<file path="src/hw/rtl/fp32_to_fp8_quantizer_core_assert.svh">
// ----------------------------------------------------------------------------
// fp32_to_fp8_quantizer_core assertion macros
// Shared assertion forms, clocked on clk_i and disabled during rst_ni low.
// ----------------------------------------------------------------------------
`ifndef FP32_TO_FP8_QUANTIZER_CORE_ASSERT_SVH
`define FP32_TO_FP8_QUANTIZER_CORE_ASSERT_SVH

// same-cycle implication
`define FP8Q_ASSERT_NOW(lbl, ante, cons) \
  lbl: assert property (@(posedge clk_i) disable iff (!rst_ni) (ante) |-> (cons)) \
    else $error("fp8q assertion failed");

// next-cycle implication
`define FP8Q_ASSERT_NEXT(lbl, ante, cons) \
  lbl: assert property (@(posedge clk_i) disable iff (!rst_ni) (ante) |=> (cons)) \
    else $error("fp8q assertion failed");

`endif

</file>
<file path="src/hw/rtl/fp8q_pkg.sv">
// ----------------------------------------------------------------------------
// fp8q_pkg
// Widths, format codes and fixed FP8 code constants of the FP32 to FP8 block.
// ----------------------------------------------------------------------------
package fp8q_pkg;

  localparam int unsigned ValueW = 32;
  localparam int unsigned CodeW  = 8;

  typedef enum logic {
    FMT_E4M3 = 1'b0,
    FMT_E5M2 = 1'b1
  } fmt_e;

  typedef logic [ValueW-1:0] value_t;
  typedef logic [CodeW-1:0]  code_t;

  localparam code_t      CodeNan     = 8'h7F;
  localparam logic [6:0] SatE4m3     = 7'h7E;
  localparam logic [6:0] SatE5m2     = 7'h7C;

endpackage

</file>
<file path="src/hw/rtl/fp8q_if.sv">
// ----------------------------------------------------------------------------
// fp8q channel interfaces
// Valid/ready channels for FP32 input requests, FP8 results and format writes.
// ----------------------------------------------------------------------------
interface fp8q_in_if;
  logic             valid;
  logic             ready;
  fp8q_pkg::value_t value_bits;

  modport source (output valid, output value_bits, input ready);
  modport sink   (input valid, input value_bits, output ready);
endinterface

interface fp8q_out_if;
  logic            valid;
  logic            ready;
  fp8q_pkg::code_t fp8_code;

  modport source (output valid, output fp8_code, input ready);
  modport sink   (input valid, input fp8_code, output ready);
endinterface

interface fp8q_cfg_if;
  logic valid;
  logic ready;
  logic format_select;

  modport source (output valid, output format_select, input ready);
  modport sink   (input valid, input format_select, output ready);
endinterface

</file>
<file path="src/hw/rtl/fp8q_convert.sv">
// ----------------------------------------------------------------------------
// fp8q_convert
// Combinational FP32 to FP8 (E4M3 or E5M2) conversion of one bit pattern.
// ----------------------------------------------------------------------------
module fp8q_convert (
  input  fp8q_pkg::value_t value_bits_i,
  input  fp8q_pkg::fmt_e   fmt_i,
  output fp8q_pkg::code_t  fp8_code_o
);

  logic              sgn;
  logic [7:0]        ef;
  logic [22:0]       mant;
  logic              e5;
  logic signed [9:0] te;
  logic signed [9:0] bias_off;
  logic signed [9:0] top;
  logic signed [9:0] low_lim;
  logic signed [9:0] sh_base;
  logic signed [9:0] sh_full;
  logic [4:0]        sh;
  logic [24:0]       rnd;
  logic [24:0]       sub_sum;
  logic [24:0]       sub_shift;
  logic [3:0]        m;
  logic [3:0]        m_lim;
  logic [6:0]        sat;
  logic [3:0]        tm4;
  logic [2:0]        tm3;
  logic              carry;
  logic signed [9:0] te_n;
  logic [6:0]        norm_mag;

  always_comb begin
    sgn      = value_bits_i[31];
    ef       = value_bits_i[30:23];
    mant     = value_bits_i[22:0];
    e5       = (fmt_i == fp8q_pkg::FMT_E5M2);
    bias_off = e5 ? 10'sd112 : 10'sd120;
    top      = e5 ? 10'sd31 : 10'sd15;
    low_lim  = e5 ? -10'sd2 : -10'sd3;
    sh_base  = e5 ? 10'sd22 : 10'sd21;
    sat      = e5 ? fp8q_pkg::SatE5m2 : fp8q_pkg::SatE4m3;
    m_lim    = e5 ? 4'd4 : 4'd8;
    te       = $signed({2'b00, ef}) - bias_off;

    // below normal range: round half away from zero after scaling
    sh_full   = sh_base - te;
    sh        = sh_full[4:0];
    rnd       = 25'd1 << (sh - 5'd1);
    sub_sum   = {1'b0, 1'b1, mant} + rnd;
    sub_shift = sub_sum >> sh;
    m         = (te < low_lim) ? 4'd0 : sub_shift[3:0];

    // normal range: round up on first dropped bit
    if (e5) begin
      tm4   = {2'b00, mant[22:21]} + {3'b000, mant[20]};
      carry = tm4[2];
      tm3   = {1'b0, tm4[1:0]};
    end else begin
      tm4   = {1'b0, mant[22:20]} + {3'b000, mant[19]};
      carry = tm4[3];
      tm3   = tm4[2:0];
    end
    te_n = te + {9'd0, carry};
    if (e5) begin
      norm_mag = {te_n[4:0], tm3[1:0]};
    end else begin
      norm_mag = {te_n[3:0], tm3};
    end

    if (value_bits_i[30:0] == 31'd0) begin
      fp8_code_o = '0;
    end else if (ef == 8'hFF) begin
      fp8_code_o = (mant != 23'd0) ? fp8q_pkg::CodeNan : {sgn, sat};
    end else if (ef == 8'h00) begin
      fp8_code_o = {sgn, 7'd0};
    end else if (te >= top) begin
      fp8_code_o = {sgn, sat};
    end else if (te <= 10'sd0) begin
      if (m >= m_lim) begin
        fp8_code_o = {sgn, 3'd0, m_lim};
      end else begin
        fp8_code_o = {sgn, 3'd0, m};
      end
    end else if (te_n >= top) begin
      fp8_code_o = {sgn, sat};
    end else begin
      fp8_code_o = {sgn, norm_mag};
    end
  end

endmodule

</file>
<file path="src/hw/rtl/fp32_to_fp8_quantizer_core.sv">
// ----------------------------------------------------------------------------
// fp32_to_fp8_quantizer_core
// Streaming FP32 to FP8 converter, E4M3 or E5M2 chosen by a format register.
//
// in_i carries one FP32 bit pattern per request; out_o returns one FP8 byte
// per request, in order. cfg_i writes the format register (0 E4M3, 1 E5M2);
// it is always ready; it must be written only while no request is in flight,
// which the user ensures, as the block does not enforce it. The input register
// feeds the conversion logic, whose byte lands in the result register.
// Throughput is one request per cycle while out_o does not stall, set by the
// two register stages, each of which reloads in the cycle it is emptied.
// When out_o stalls, the result register holds its byte and the input
// register still takes one more request; in_i.ready drops only when both
// stages are full. Reset empties both stages and selects E4M3.
// ----------------------------------------------------------------------------
`include "fp32_to_fp8_quantizer_core_assert.svh"

module fp32_to_fp8_quantizer_core (
  input  logic                clk_i,
  input  logic                rst_ni,
  fp8q_in_if.sink             in_i,
  fp8q_out_if.source          out_o,
  fp8q_cfg_if.sink            cfg_i
);

  fp8q_pkg::fmt_e   fmt_q;
  logic             s1_valid_q;
  fp8q_pkg::value_t s1_bits_q;
  logic             out_valid_q;
  fp8q_pkg::code_t  out_code_q;
  fp8q_pkg::code_t  conv_code;
  logic             out_load;
  logic             s1_load;
  logic             s1_nan;
  logic             s1_zero;

  assign out_load    = s1_valid_q && (!out_valid_q || out_o.ready);
  assign s1_load     = in_i.valid && in_i.ready;
  assign in_i.ready  = !s1_valid_q || out_load;
  assign cfg_i.ready = 1'b1;
  assign out_o.valid    = out_valid_q;
  assign out_o.fp8_code = out_code_q;

  assign s1_nan  = (s1_bits_q[30:23] == 8'hFF) && (s1_bits_q[22:0] != 23'd0);
  assign s1_zero = (s1_bits_q[30:0] == 31'd0);

  fp8q_convert u_convert (
    .value_bits_i (s1_bits_q),
    .fmt_i        (fmt_q),
    .fp8_code_o   (conv_code)
  );

  always_ff @(posedge clk_i or negedge rst_ni) begin
    if (!rst_ni) begin
      fmt_q       <= fp8q_pkg::FMT_E4M3;
      s1_valid_q  <= 1'b0;
      out_valid_q <= 1'b0;
    end else begin
      if (cfg_i.valid && cfg_i.ready) begin
        fmt_q <= fp8q_pkg::fmt_e'(cfg_i.format_select);
      end
      if (in_i.ready) begin
        s1_valid_q <= in_i.valid;
      end
      if (out_load) begin
        out_valid_q <= 1'b1;
      end else if (out_o.ready) begin
        out_valid_q <= 1'b0;
      end
    end
  end

  always_ff @(posedge clk_i) begin
    if (s1_load) begin
      s1_bits_q <= in_i.value_bits;
    end
    if (out_load) begin
      out_code_q <= conv_code;
    end
  end

  `FP8Q_ASSERT_NEXT(a_s1_hold, s1_valid_q && !out_load, s1_valid_q && $stable(s1_bits_q))
  `FP8Q_ASSERT_NEXT(a_out_fill, out_load, out_valid_q && (out_code_q == $past(conv_code)))
  `FP8Q_ASSERT_NEXT(a_nan_code, out_load && s1_nan, out_code_q == fp8q_pkg::CodeNan)
  `FP8Q_ASSERT_NEXT(a_zero_code, out_load && s1_zero, out_code_q == '0)
  `FP8Q_ASSERT_NOW(a_ready_full, !in_i.ready, s1_valid_q && out_valid_q && !out_o.ready)

endmodule

</file>
<file path="src/flat_wrapper.sv">
// flat-port wrapper written by rule: the top's interface ports become plain ports
module fp32_to_fp8_quantizer_core_flat 
  (clk_i, rst_ni, in_i_valid, in_i_value_bits, in_i_ready, out_o_valid, out_o_fp8_code, out_o_ready, cfg_i_valid, cfg_i_format_select, cfg_i_ready);
  fp8q_in_if in_i_i ();
  fp8q_out_if out_o_i ();
  fp8q_cfg_if cfg_i_i ();
  input  logic clk_i;
  input  logic rst_ni;
  input wire logic [$bits(in_i_i.valid)-1:0] in_i_valid;
  input wire logic [$bits(in_i_i.value_bits)-1:0] in_i_value_bits;
  output wire logic [$bits(in_i_i.ready)-1:0] in_i_ready;
  output wire logic [$bits(out_o_i.valid)-1:0] out_o_valid;
  output wire logic [$bits(out_o_i.fp8_code)-1:0] out_o_fp8_code;
  input wire logic [$bits(out_o_i.ready)-1:0] out_o_ready;
  input wire logic [$bits(cfg_i_i.valid)-1:0] cfg_i_valid;
  input wire logic [$bits(cfg_i_i.format_select)-1:0] cfg_i_format_select;
  output wire logic [$bits(cfg_i_i.ready)-1:0] cfg_i_ready;
  assign in_i_i.valid = in_i_valid;
  assign in_i_i.value_bits = in_i_value_bits;
  assign in_i_ready = in_i_i.ready;
  assign out_o_valid = out_o_i.valid;
  assign out_o_fp8_code = out_o_i.fp8_code;
  assign out_o_i.ready = out_o_ready;
  assign cfg_i_i.valid = cfg_i_valid;
  assign cfg_i_i.format_select = cfg_i_format_select;
  assign cfg_i_ready = cfg_i_i.ready;
  fp32_to_fp8_quantizer_core u_core (.clk_i(clk_i), .rst_ni(rst_ni), .in_i(in_i_i), .out_o(out_o_i), .cfg_i(cfg_i_i));
endmodule
</file>
<file path="config.mk">
export PLATFORM = sky130hd
export DESIGN_NAME = fp32_to_fp8_quantizer_core_flat
export DESIGN_NICKNAME = d
export VERILOG_FILES = /design/src/hw/rtl/fp8q_pkg.sv /design/src/hw/rtl/fp8q_if.sv /design/src/hw/rtl/fp8q_convert.sv /design/src/hw/rtl/fp32_to_fp8_quantizer_core.sv /design/src/flat_wrapper.sv
export VERILOG_INCLUDE_DIRS = /design/src /design/src/hw/rtl
export SDC_FILE = /design/constraint.sdc
export NUM_CORES = 1
export LEC_CHECK = 0
export ABC_AREA = 1
export BUFFER_PORTS_ARGS = -buffer_cell sky130_fd_sc_hd__buf_2
export CORE_UTILIZATION = 28
export DETAILED_ROUTE_END_ITERATION = 8
export PLACE_DENSITY_LB_ADDON = 0.25
export SETUP_SLACK_MARGIN = 0.02
export SLEW_MARGIN = 20
export SYNTH_ARGS = -nofsm -noshare
export SYNTH_HDL_FRONTEND = slang
export SYNTH_SLANG_ARGS = --single-unit
</file>
<file path="constraint.sdc">
create_clock -name clk_i -period 18.1 [get_ports clk_i]
set_clock_uncertainty 0.15 [all_clocks]
set_input_delay 3.62 -clock clk_i [delete_from_list [all_inputs] [get_ports clk_i]]
set_output_delay 3.62 -clock clk_i [all_outputs]
set_load 0.05 [all_outputs]
</file>
After elaboration in Yosys (flattened, before gate mapping). Cells that the tools add are included.

Flip-flop bits (word level): 43. Bits of input ports: 38. Output and inout bits: 11. Logic and storage cells: 49.

$add $sub $neg: 7. Order comparisons: 5. Eq/ne operators: 1. Shift operators: 2. Muxes and demuxes: 19. Reductions and logical operators: 10.

Operator list (number): 2-to-1 mux 7 bit (5); logical NOT 31 bit (1); adder 24 x 25 -> 25 bit (1); left shift 1 x 5 -> 25 bit (first input constant) (1); >> shifter 25 x 5 -> 4 bit (1); nonzero test 23 bit (1); 2-to-1 mux 4 bit (4); 2-to-1 mux 8 bit (2); adder 9 x 2 -> 10 bit (1); greater-or-equal comparator 10 x 6 -> 1 bit (1); greater-or-equal comparator 9 x 6 -> 1 bit (1); less-or-equal comparator 9 x 1 -> 1 bit (second input constant) (1); less-than comparator 9 x 3 -> 1 bit (1); subtractor 8 x 7 -> 9 bit (1); == test 8 bit (second input constant) (1); logical NOT 8 bit (1); 2-to-1 mux 2 bit (3); 2-to-1 mux 5 bit (1); subtractor 5 x 1 -> 5 bit (second input constant) (1); subtractor 5 bit (1); adder 3 x 1 -> 4 bit (1); greater-or-equal comparator 4 bit (1); adder 2 x 1 -> 3 bit (1); 2-to-1 mux 1 bit (3); 5 further kinds (8).

Longest topological paths before layout. Gate-level depths: netlist of run 1.

Word-level depth: 14. Gate-level depth with buffers: 44. Depth with buffers taken out: 42.

By module. Synthesis of run 1 repeated with hierarchy kept, for this count alone.

Cell total of the unflattened synthesis: 824. Area total of the unflattened synthesis: 5248.8 µm².

Modules (own cells, without submodules): fp8q_convert (times used 1, cells an instance 766, area each 3903.7 µm², seq. area each 0.0 µm²); fp32_to_fp8_quantizer_core (times used 1, cells an instance 58, area each 1345.0 µm², seq. area each 1276.2 µm²).

Worst setup path before layout of run 1. Ideal clock, no wire load.

Kind: input port to output port. Start: input port out_o_ready. End: output port in_i_ready. Arrival time: 4.100 ns. Data required time: 14.330 ns. Path slack: 10.230 ns. Cell stages on the path: 2. Buffers on the path: 0. Cells stage by stage: inv_1 > nand3_1.

Longest elaborated chain between the ends: 3.

Ends and longest elaborated chain: start: declaration (line flat_wrapper.sv:14) `input wire logic [$bits(out_o_i.ready)-1:0] out_o_ready;`; logical OR 1 bit (line fp32_to_fp8_quantizer_core.sv:37) `assign out_load = s1_valid_q && (!out_valid_q || out_o.ready);`; logical AND 1 bit (line fp32_to_fp8_quantizer_core.sv:37); logical OR 1 bit (line fp32_to_fp8_quantizer_core.sv:39) `assign in_i.ready = !s1_valid_q || out_load;`; end: declaration (line flat_wrapper.sv:11) `output wire logic [$bits(in_i_i.ready)-1:0] in_i_ready;`.

No other way between the ends.

Final worst setup path of run 1. Ends and elaborated chain as after synthesis.

==> results.sh, run 1 <==
export IMPL_p_sw_uw=192
export IMPL_yosysUniqueCellTypes=44
export IMPL_stdcell_area_mm2=0.00580
export IMPL_clock_sinks=43
export IMPL_antennaDiodeCount=0
export IMPL_setup_violations=0
export IMPL_cts_buffers=5
export IMPL_pwr_share_clk_pct=20.5
export IMPL_worstMarginPinSlew_ps=756
export IMPL_swShare_pct=44.9
export IMPL_grt_max_degree=35
export IMPL_totalNegativeSetupSlack_ps=0
export IMPL_period_share_pct=43.6
export IMPL_maxSlewHeadroom_pct=49.1
export IMPL_drv_cap=0
export IMPL_arrival_ps=4120
export IMPL_p_comb_share_pct=50.0
export IMPL_slew_viol_final=0
export IMPL_die_x_um=139
export IMPL_dieArea_mm2=0.0192
export IMPL_drc_errors=0
export IMPL_routedWlPerCell_um=14.9
export IMPL_synth_edf_count=40
export IMPL_r2r_cells=36
export IMPL_peakVddDrop_mv=0.0503
export IMPL_synthesis_nets=926
export IMPL_synthArstFlopShare_pct=6.98
export IMPL_seq_power_share_pct=29.5
export IMPL_clockBufferDepth=2
export IMPL_finalHoldViolations=0
export IMPL_dr_total_vias=5502
export IMPL_cts_htree_levels=2
export IMPL_yosysWarnings=0
export IMPL_pre_cts_ws_ps=10210
export IMPL_hold_path_class="register to register"
export IMPL_final_cell_mix="nand2_1, nand3_1, inv_1"
export IMPL_min_period_ps=7890
export IMPL_ioPinCount=49
export IMPL_antenna_found_initial=0
export IMPL_gr_total_overflow=0
export IMPL_ys_seq_elements=43
export IMPL_worstSetupEndpointType="primary output"
export IMPL_clkLatencyLatePin_ps=290
export IMPL_cts_resized=0
export IMPL_r2r_start="u_core.fmt_q"
export IMPL_hpwl_mm=13.6
export IMPL_fmax_mhz=127
export IMPL_fill_cells=2046
export IMPL_synth_area_leaders="edfxtp_1, nand2_1, nand3_1"
export IMPL_powerDensity_mw_per_mm2=73.8
export IMPL_io_buffers=47
export IMPL_dieHeight_um=139
export IMPL_status="completed"
export IMPL_area_growth_pct=11.1
export IMPL_dpl_cell_area_mm2=0.00566
export IMPL_rsz0062_at_grt="false"
export IMPL_cts_setup_buffers=0
export IMPL_cp_required_ps=14330
export IMPL_wl_mm=16.6
export IMPL_dp_cells=1103
export IMPL_grt_pass1_vias=5231
export IMPL_postRouteAntennaNets=0
export IMPL_drive_above_1_share_pct=9.86
export IMPL_internal_power_uw=236
export IMPL_gp_congestion=0.923
export IMPL_coreArea_mm2=0.0181
export IMPL_grt_pass1_wl_mm=27.1
export IMPL_holdPathStages=2
export IMPL_netlist_instances=845
export IMPL_yosysTopAreaCellShare_pct=23.0
export IMPL_p_leak_uw=0.00299
export IMPL_rows=49
export IMPL_cts_hold_buf=0
export IMPL_syn_area_per_cell_um2=6.18
export IMPL_setup_ws_ps=10210
export IMPL_ys_seq_area_share_pct=24.4
export IMPL_min_from="u_core.s1_valid_q"
export IMPL_cts_tree="built"
export IMPL_drt_pass1_iter_count=5
export IMPL_stdcell_count=1111
export IMPL_critical_path_class="input port to primary output"
export IMPL_start_util_pct=28.8
export IMPL_clk_pin_slew_worst_paths_ps=60
export IMPL_first_iter_violations=466
export IMPL_synth_main_ff_cell="edfxtp_1"
export IMPL_layout_commonest_cell="nand2_1"
export IMPL_crit_fanout=3
export IMPL_nets=962
export IMPL_synth_area_mm2=0.00522
export IMPL_worstSetupStartpointType="input port"
export IMPL_cts_root_buf="clkbuf_16"
export IMPL_crit_start="out_o_ready"
export IMPL_grtUsageTotal_pct=17.8
export IMPL_yosysTopAreaCell="edfxtp_1"
export IMPL_routed_via_density=4.95
==> metal layers <==
metal	share of wire, %	wire (um)	track usage (%)
met3	5.6	923	1.07
met1	48	7970	25.3
met2	44	7330	28.7
met4	2.1	345	5.68
met5	0	0	0
==> synthesized netlist by cell type (2+ instances only) <==
master	count
a31oi_1	4
nand4_1	21
a21oi_2	2
inv_2	6
nor2_2	11
nand2_2	4
edfxtp_1	40
nand3_1	141
o31ai_1	2
nor2_1	53
nor3_1	12
dfrtp_1	3
clkbuf_1	5
a21oi_1	35
o21ai_0	18
xor2_1	3
inv_1	140
xnor2_1	3
buf_4	3
o21a_1	3
fa_1	2
ha_1	41
nor4_1	9
and2_1	2
nand3_2	2
buf_2	8
nand2_1	252
buf_1	4
==> stage by stage <==
step                      util (%)  hold WS [ps]  power (uW)
final                         32.0           336         428
after global routing          32.0           385         462
after CTS                     32.0           338         430
after detailed placement      31.2           324         340
after global placement        31.2           320         339
after floorplan                  -           297         286
==> worst paths after layout <==
path / end / slack, ps
max in group asynchronous: u_core.fmt_q / 14720
min in group asynchronous: u_core.out_o.valid / 2970
worst min register to register: u_core.out_o.valid / 340
worst min-delay path: u_core.out_o.valid / 340
worst max-delay path: in_i_ready / 10210
worst max register to register: u_core.out_o.fp8_code[2] / 10900
==> registers in the layout, summed over array words and instances (netlist names) <==
name                   count
u_core.s1_valid_q          1
u_core.fmt_q               1
u_core.s1_bits_q          32
u_core.out_o.valid         1
u_core.out_o.fp8_code      8
==> area by class of cell <==
class	count	area (um2)	share of cell area [%]
clock buffers	6	129	2.22
clock inverters	2	12.5	0.216
repair buffers	50	258	4.44
inverters	147	552	9.51
flip-flops and latches	43	1280	22.0
multi-input cells	634	3290	56.7
well taps	229	287	4.94
==> power groups by stage <==
stage	registers (uW)	logic, uW	clock network [uW]
floorplan	134	151	0
global placement	129	211	0
detailed placement	129	211	0
CTS	126	212	91.4
global route	128	239	95.4
finish	126	214	87.9
==> cell families (layout without fill, tap and decap cells) <==
kind of cell	Yosys count	in the layout	synth area share, %
AO/OA/AOI/OAI	71	71	7.74
XOR/XNOR	6	6	1.01
adder cells (fa/ha/maj)	43	43	10.6
buffers and inverters	168	205	12.6
flip-flops	43	43	24.4
other	1	1	0.0718
AND/OR/NAND/NOR	513	513	43.5
==> critical path: stages <==
cell and delay (ps):
buf_2 100, inv_1 80, nand3_1 100, buf_2 230
Power figures use the tool's default switching activity.
==> run 2, diff against run 1 <==
==> constraint.sdc (replaced) <==
create_clock -name clk_i -period 7.3 [get_ports clk_i]
set_clock_uncertainty 0.15 [all_clocks]
set_input_delay 1.46 -clock clk_i [delete_from_list [all_inputs] [get_ports clk_i]]
set_output_delay 1.46 -clock clk_i [all_outputs]
set_load 0.05 [all_outputs]
==> run 2 against run 1 <==
  * Sequential share of layout area shrank 0.085 points
  * Utilization rose by 0.12 points
  * Via count up 1.9%
  * Largest power group unchanged
  * Clock-buffer cell count unchanged
  * First-iteration DRC count is 16% higher
  * Wire length rose by 3.3%
  * Hold slack worse by 12 ps
  * Highest routed layer unchanged
  * Die area unchanged
  * Critical path type is now register to register
==> results.sh, run 2 (same netlist as run 1, synthesis figures left out) <==
export IMPL_io_buffers=47
export IMPL_final_cell_mix="nand2_1, nand3_1, inv_1"
export IMPL_min_period_ps=6580
export IMPL_cp_required_ps=7190
export IMPL_crit_fanout=17
export IMPL_grt_pass1_wl_mm=27.2
export IMPL_postRouteAntennaNets=0
export IMPL_drv_cap=0
export IMPL_r2r_end="u_core.out_o.fp8_code[2]"
export IMPL_clockBufferDepth=2
export IMPL_cts_htree_levels=2
export IMPL_p_leak_uw=0.00301
export IMPL_start_util_pct=28.8
export IMPL_first_iter_violations=539
export IMPL_min_from="u_core.s1_valid_q"
export IMPL_setup_violations=0
export IMPL_fill_cells=2006
export IMPL_min_to="u_core.out_o.valid"
export IMPL_hold_path_class="register to register"
export IMPL_gp_congestion=0.979
export IMPL_regMostFlops="u_core.s1_bits_q"
export IMPL_antennaDiodeCount=0
export IMPL_fmax_mhz=152
export IMPL_grtUsageTotal_pct=18.1
export IMPL_area_growth_pct=11.5
export IMPL_worstSetupStartpointType="register"
export IMPL_grt_use_met3_pct=2.31
export IMPL_rows=49
export IMPL_final_util_pct=32.1
export IMPL_drive_above_1_share_pct=10.2
export IMPL_r2r_start="u_core.fmt_q"
export IMPL_hpwl_mm=14.2
export IMPL_wl_mm=17.1
export IMPL_drt_pass1_iter_count=5
export IMPL_peakVddDrop_mv=0.105
export IMPL_largest_reg_flops=32
export IMPL_ioPinCount=49
export IMPL_drc_errors=0
export IMPL_cts_hold_buf=0
export IMPL_r2r_slack_ps=720
export IMPL_cts_root_buf="clkbuf_16"
export IMPL_worstMarginPinSlew_ps=783
export IMPL_clk_pin_slew_worst_paths_ps=70
export IMPL_clkLatencyLatePin_ps=290
export IMPL_dieArea_mm2=0.0192
export IMPL_status="completed"
export IMPL_critical_path_class="register to register"
export IMPL_finalPower_uw=1070
export IMPL_worstSetupEndpointType="register"
export IMPL_grtUsageMet1_pct=25.6
export IMPL_layout_commonest_cell="nand2_1"
export IMPL_slew_viol_final=0
export IMPL_maxSlewHeadroom_pct=47.8
export IMPL_holdPathStages=2
export IMPL_critical_path_max_stage_delay_ps=690
export IMPL_cts_tree="built"
export IMPL_grt_max_degree=34
export IMPL_arrival_ps=6470
export IMPL_period_share_pct=90.1
export IMPL_gr_total_overflow=0
export IMPL_totalNegativeSetupSlack_ps=0
export IMPL_dieHeight_um=139
export IMPL_critPathSlowestCell="dfrtp_1"
export IMPL_cts_buffers=5
export IMPL_nets=965
export IMPL_r2r_cells=39
export IMPL_powerDensity_mw_per_mm2=185
export IMPL_grt_pass1_vias=5091
export IMPL_routed_via_density=5.03
export IMPL_routedWlPerCell_um=15.4
export IMPL_rsz0062_at_grt="false"
export IMPL_antenna_found_initial=0
export IMPL_cpMostUsedCell="nand3_1"
export IMPL_finalHoldViolations=0
export IMPL_cts_resized=0
export IMPL_cts_setup_buffers=0
export IMPL_met2_usage_pct=27.4
export IMPL_coreArea_mm2=0.0181
export IMPL_die_x_um=139
export IMPL_clock_sinks=43
export IMPL_grt_busiest_layer="met2"
export IMPL_dr_total_vias=5608
[run 2: cell count changes in the layout (fill, tap and decap cells not counted)]
cell   change
buf_4      +3
[run 2: final cells by class]
cell class                      instances  area, um2  share of cell area [%]
Multi-Input combinational cell        634       3290                    56.5
Sequential cell                        43       1280                    21.9
Inverter                              147        552                    9.47
Tap cell                              229        287                    4.92
Timing Repair Buffer                   53        280                    4.81
Clock buffer                            6        129                    2.21
Clock inverter                          2       12.5                   0.215
[run 2: through the flow]
step	setup WS (ps)	std cells	hold slack (ps)	cell area, um2
2_1_floorplan	1500	845	297	5220
3_3_place_gp	939	1106	319	5680
3_5_place_dp	838	1106	313	5680
4_1_cts	831	1114	329	5820
5_1_grt	88.3	1114	376	5820
6_report	721	1114	324	5820
[run 2: worst max-delay path by stage]
| stage | startpoint | end | slack (ps) | cells past startpoint |
|---|---|---|---|---|
| 2_1_floorplan | u_core.fmt_q | u_core.out_o.fp8_code[2] | 1500 | 41 |
| 3_3_place_gp | u_core.fmt_q | u_core.out_o.fp8_code[2] | 940 | 31 |
| 3_5_place_dp | u_core.fmt_q | u_core.out_o.fp8_code[2] | 840 | 39 |
| 4_1_cts | u_core.fmt_q | u_core.out_o.fp8_code[2] | 830 | 39 |
| 5_1_grt | u_core.fmt_q | u_core.out_o.fp8_code[2] | 90 | 39 |
| 6_report | u_core.fmt_q | u_core.out_o.fp8_code[2] | 720 | 39 |
[run 2: routing by layer]
metal  up-vias  wire length, um
met4         0              619
met3        31             1220
met1      2513             8070
li1       2842                -
met2       222             7210
met5         -                0
[run 2: where the power goes]
part / leakage, uW / switching [uW] / internal, uW / total (uW)
combinational: 0.00252 / 374 / 166 / 540
sequential: 0.000417 / 17.3 / 296 / 314
clock: 0.0000669 / 94.4 / 126 / 221
[run 2: critical path: cells and delay by family (launching register included)]
kind	cells	cell delay, ps
simple gates	21	2460
compound gates	6	920
flops	1	690
buf+inv	7	750
fa+ha+maj	5	1370
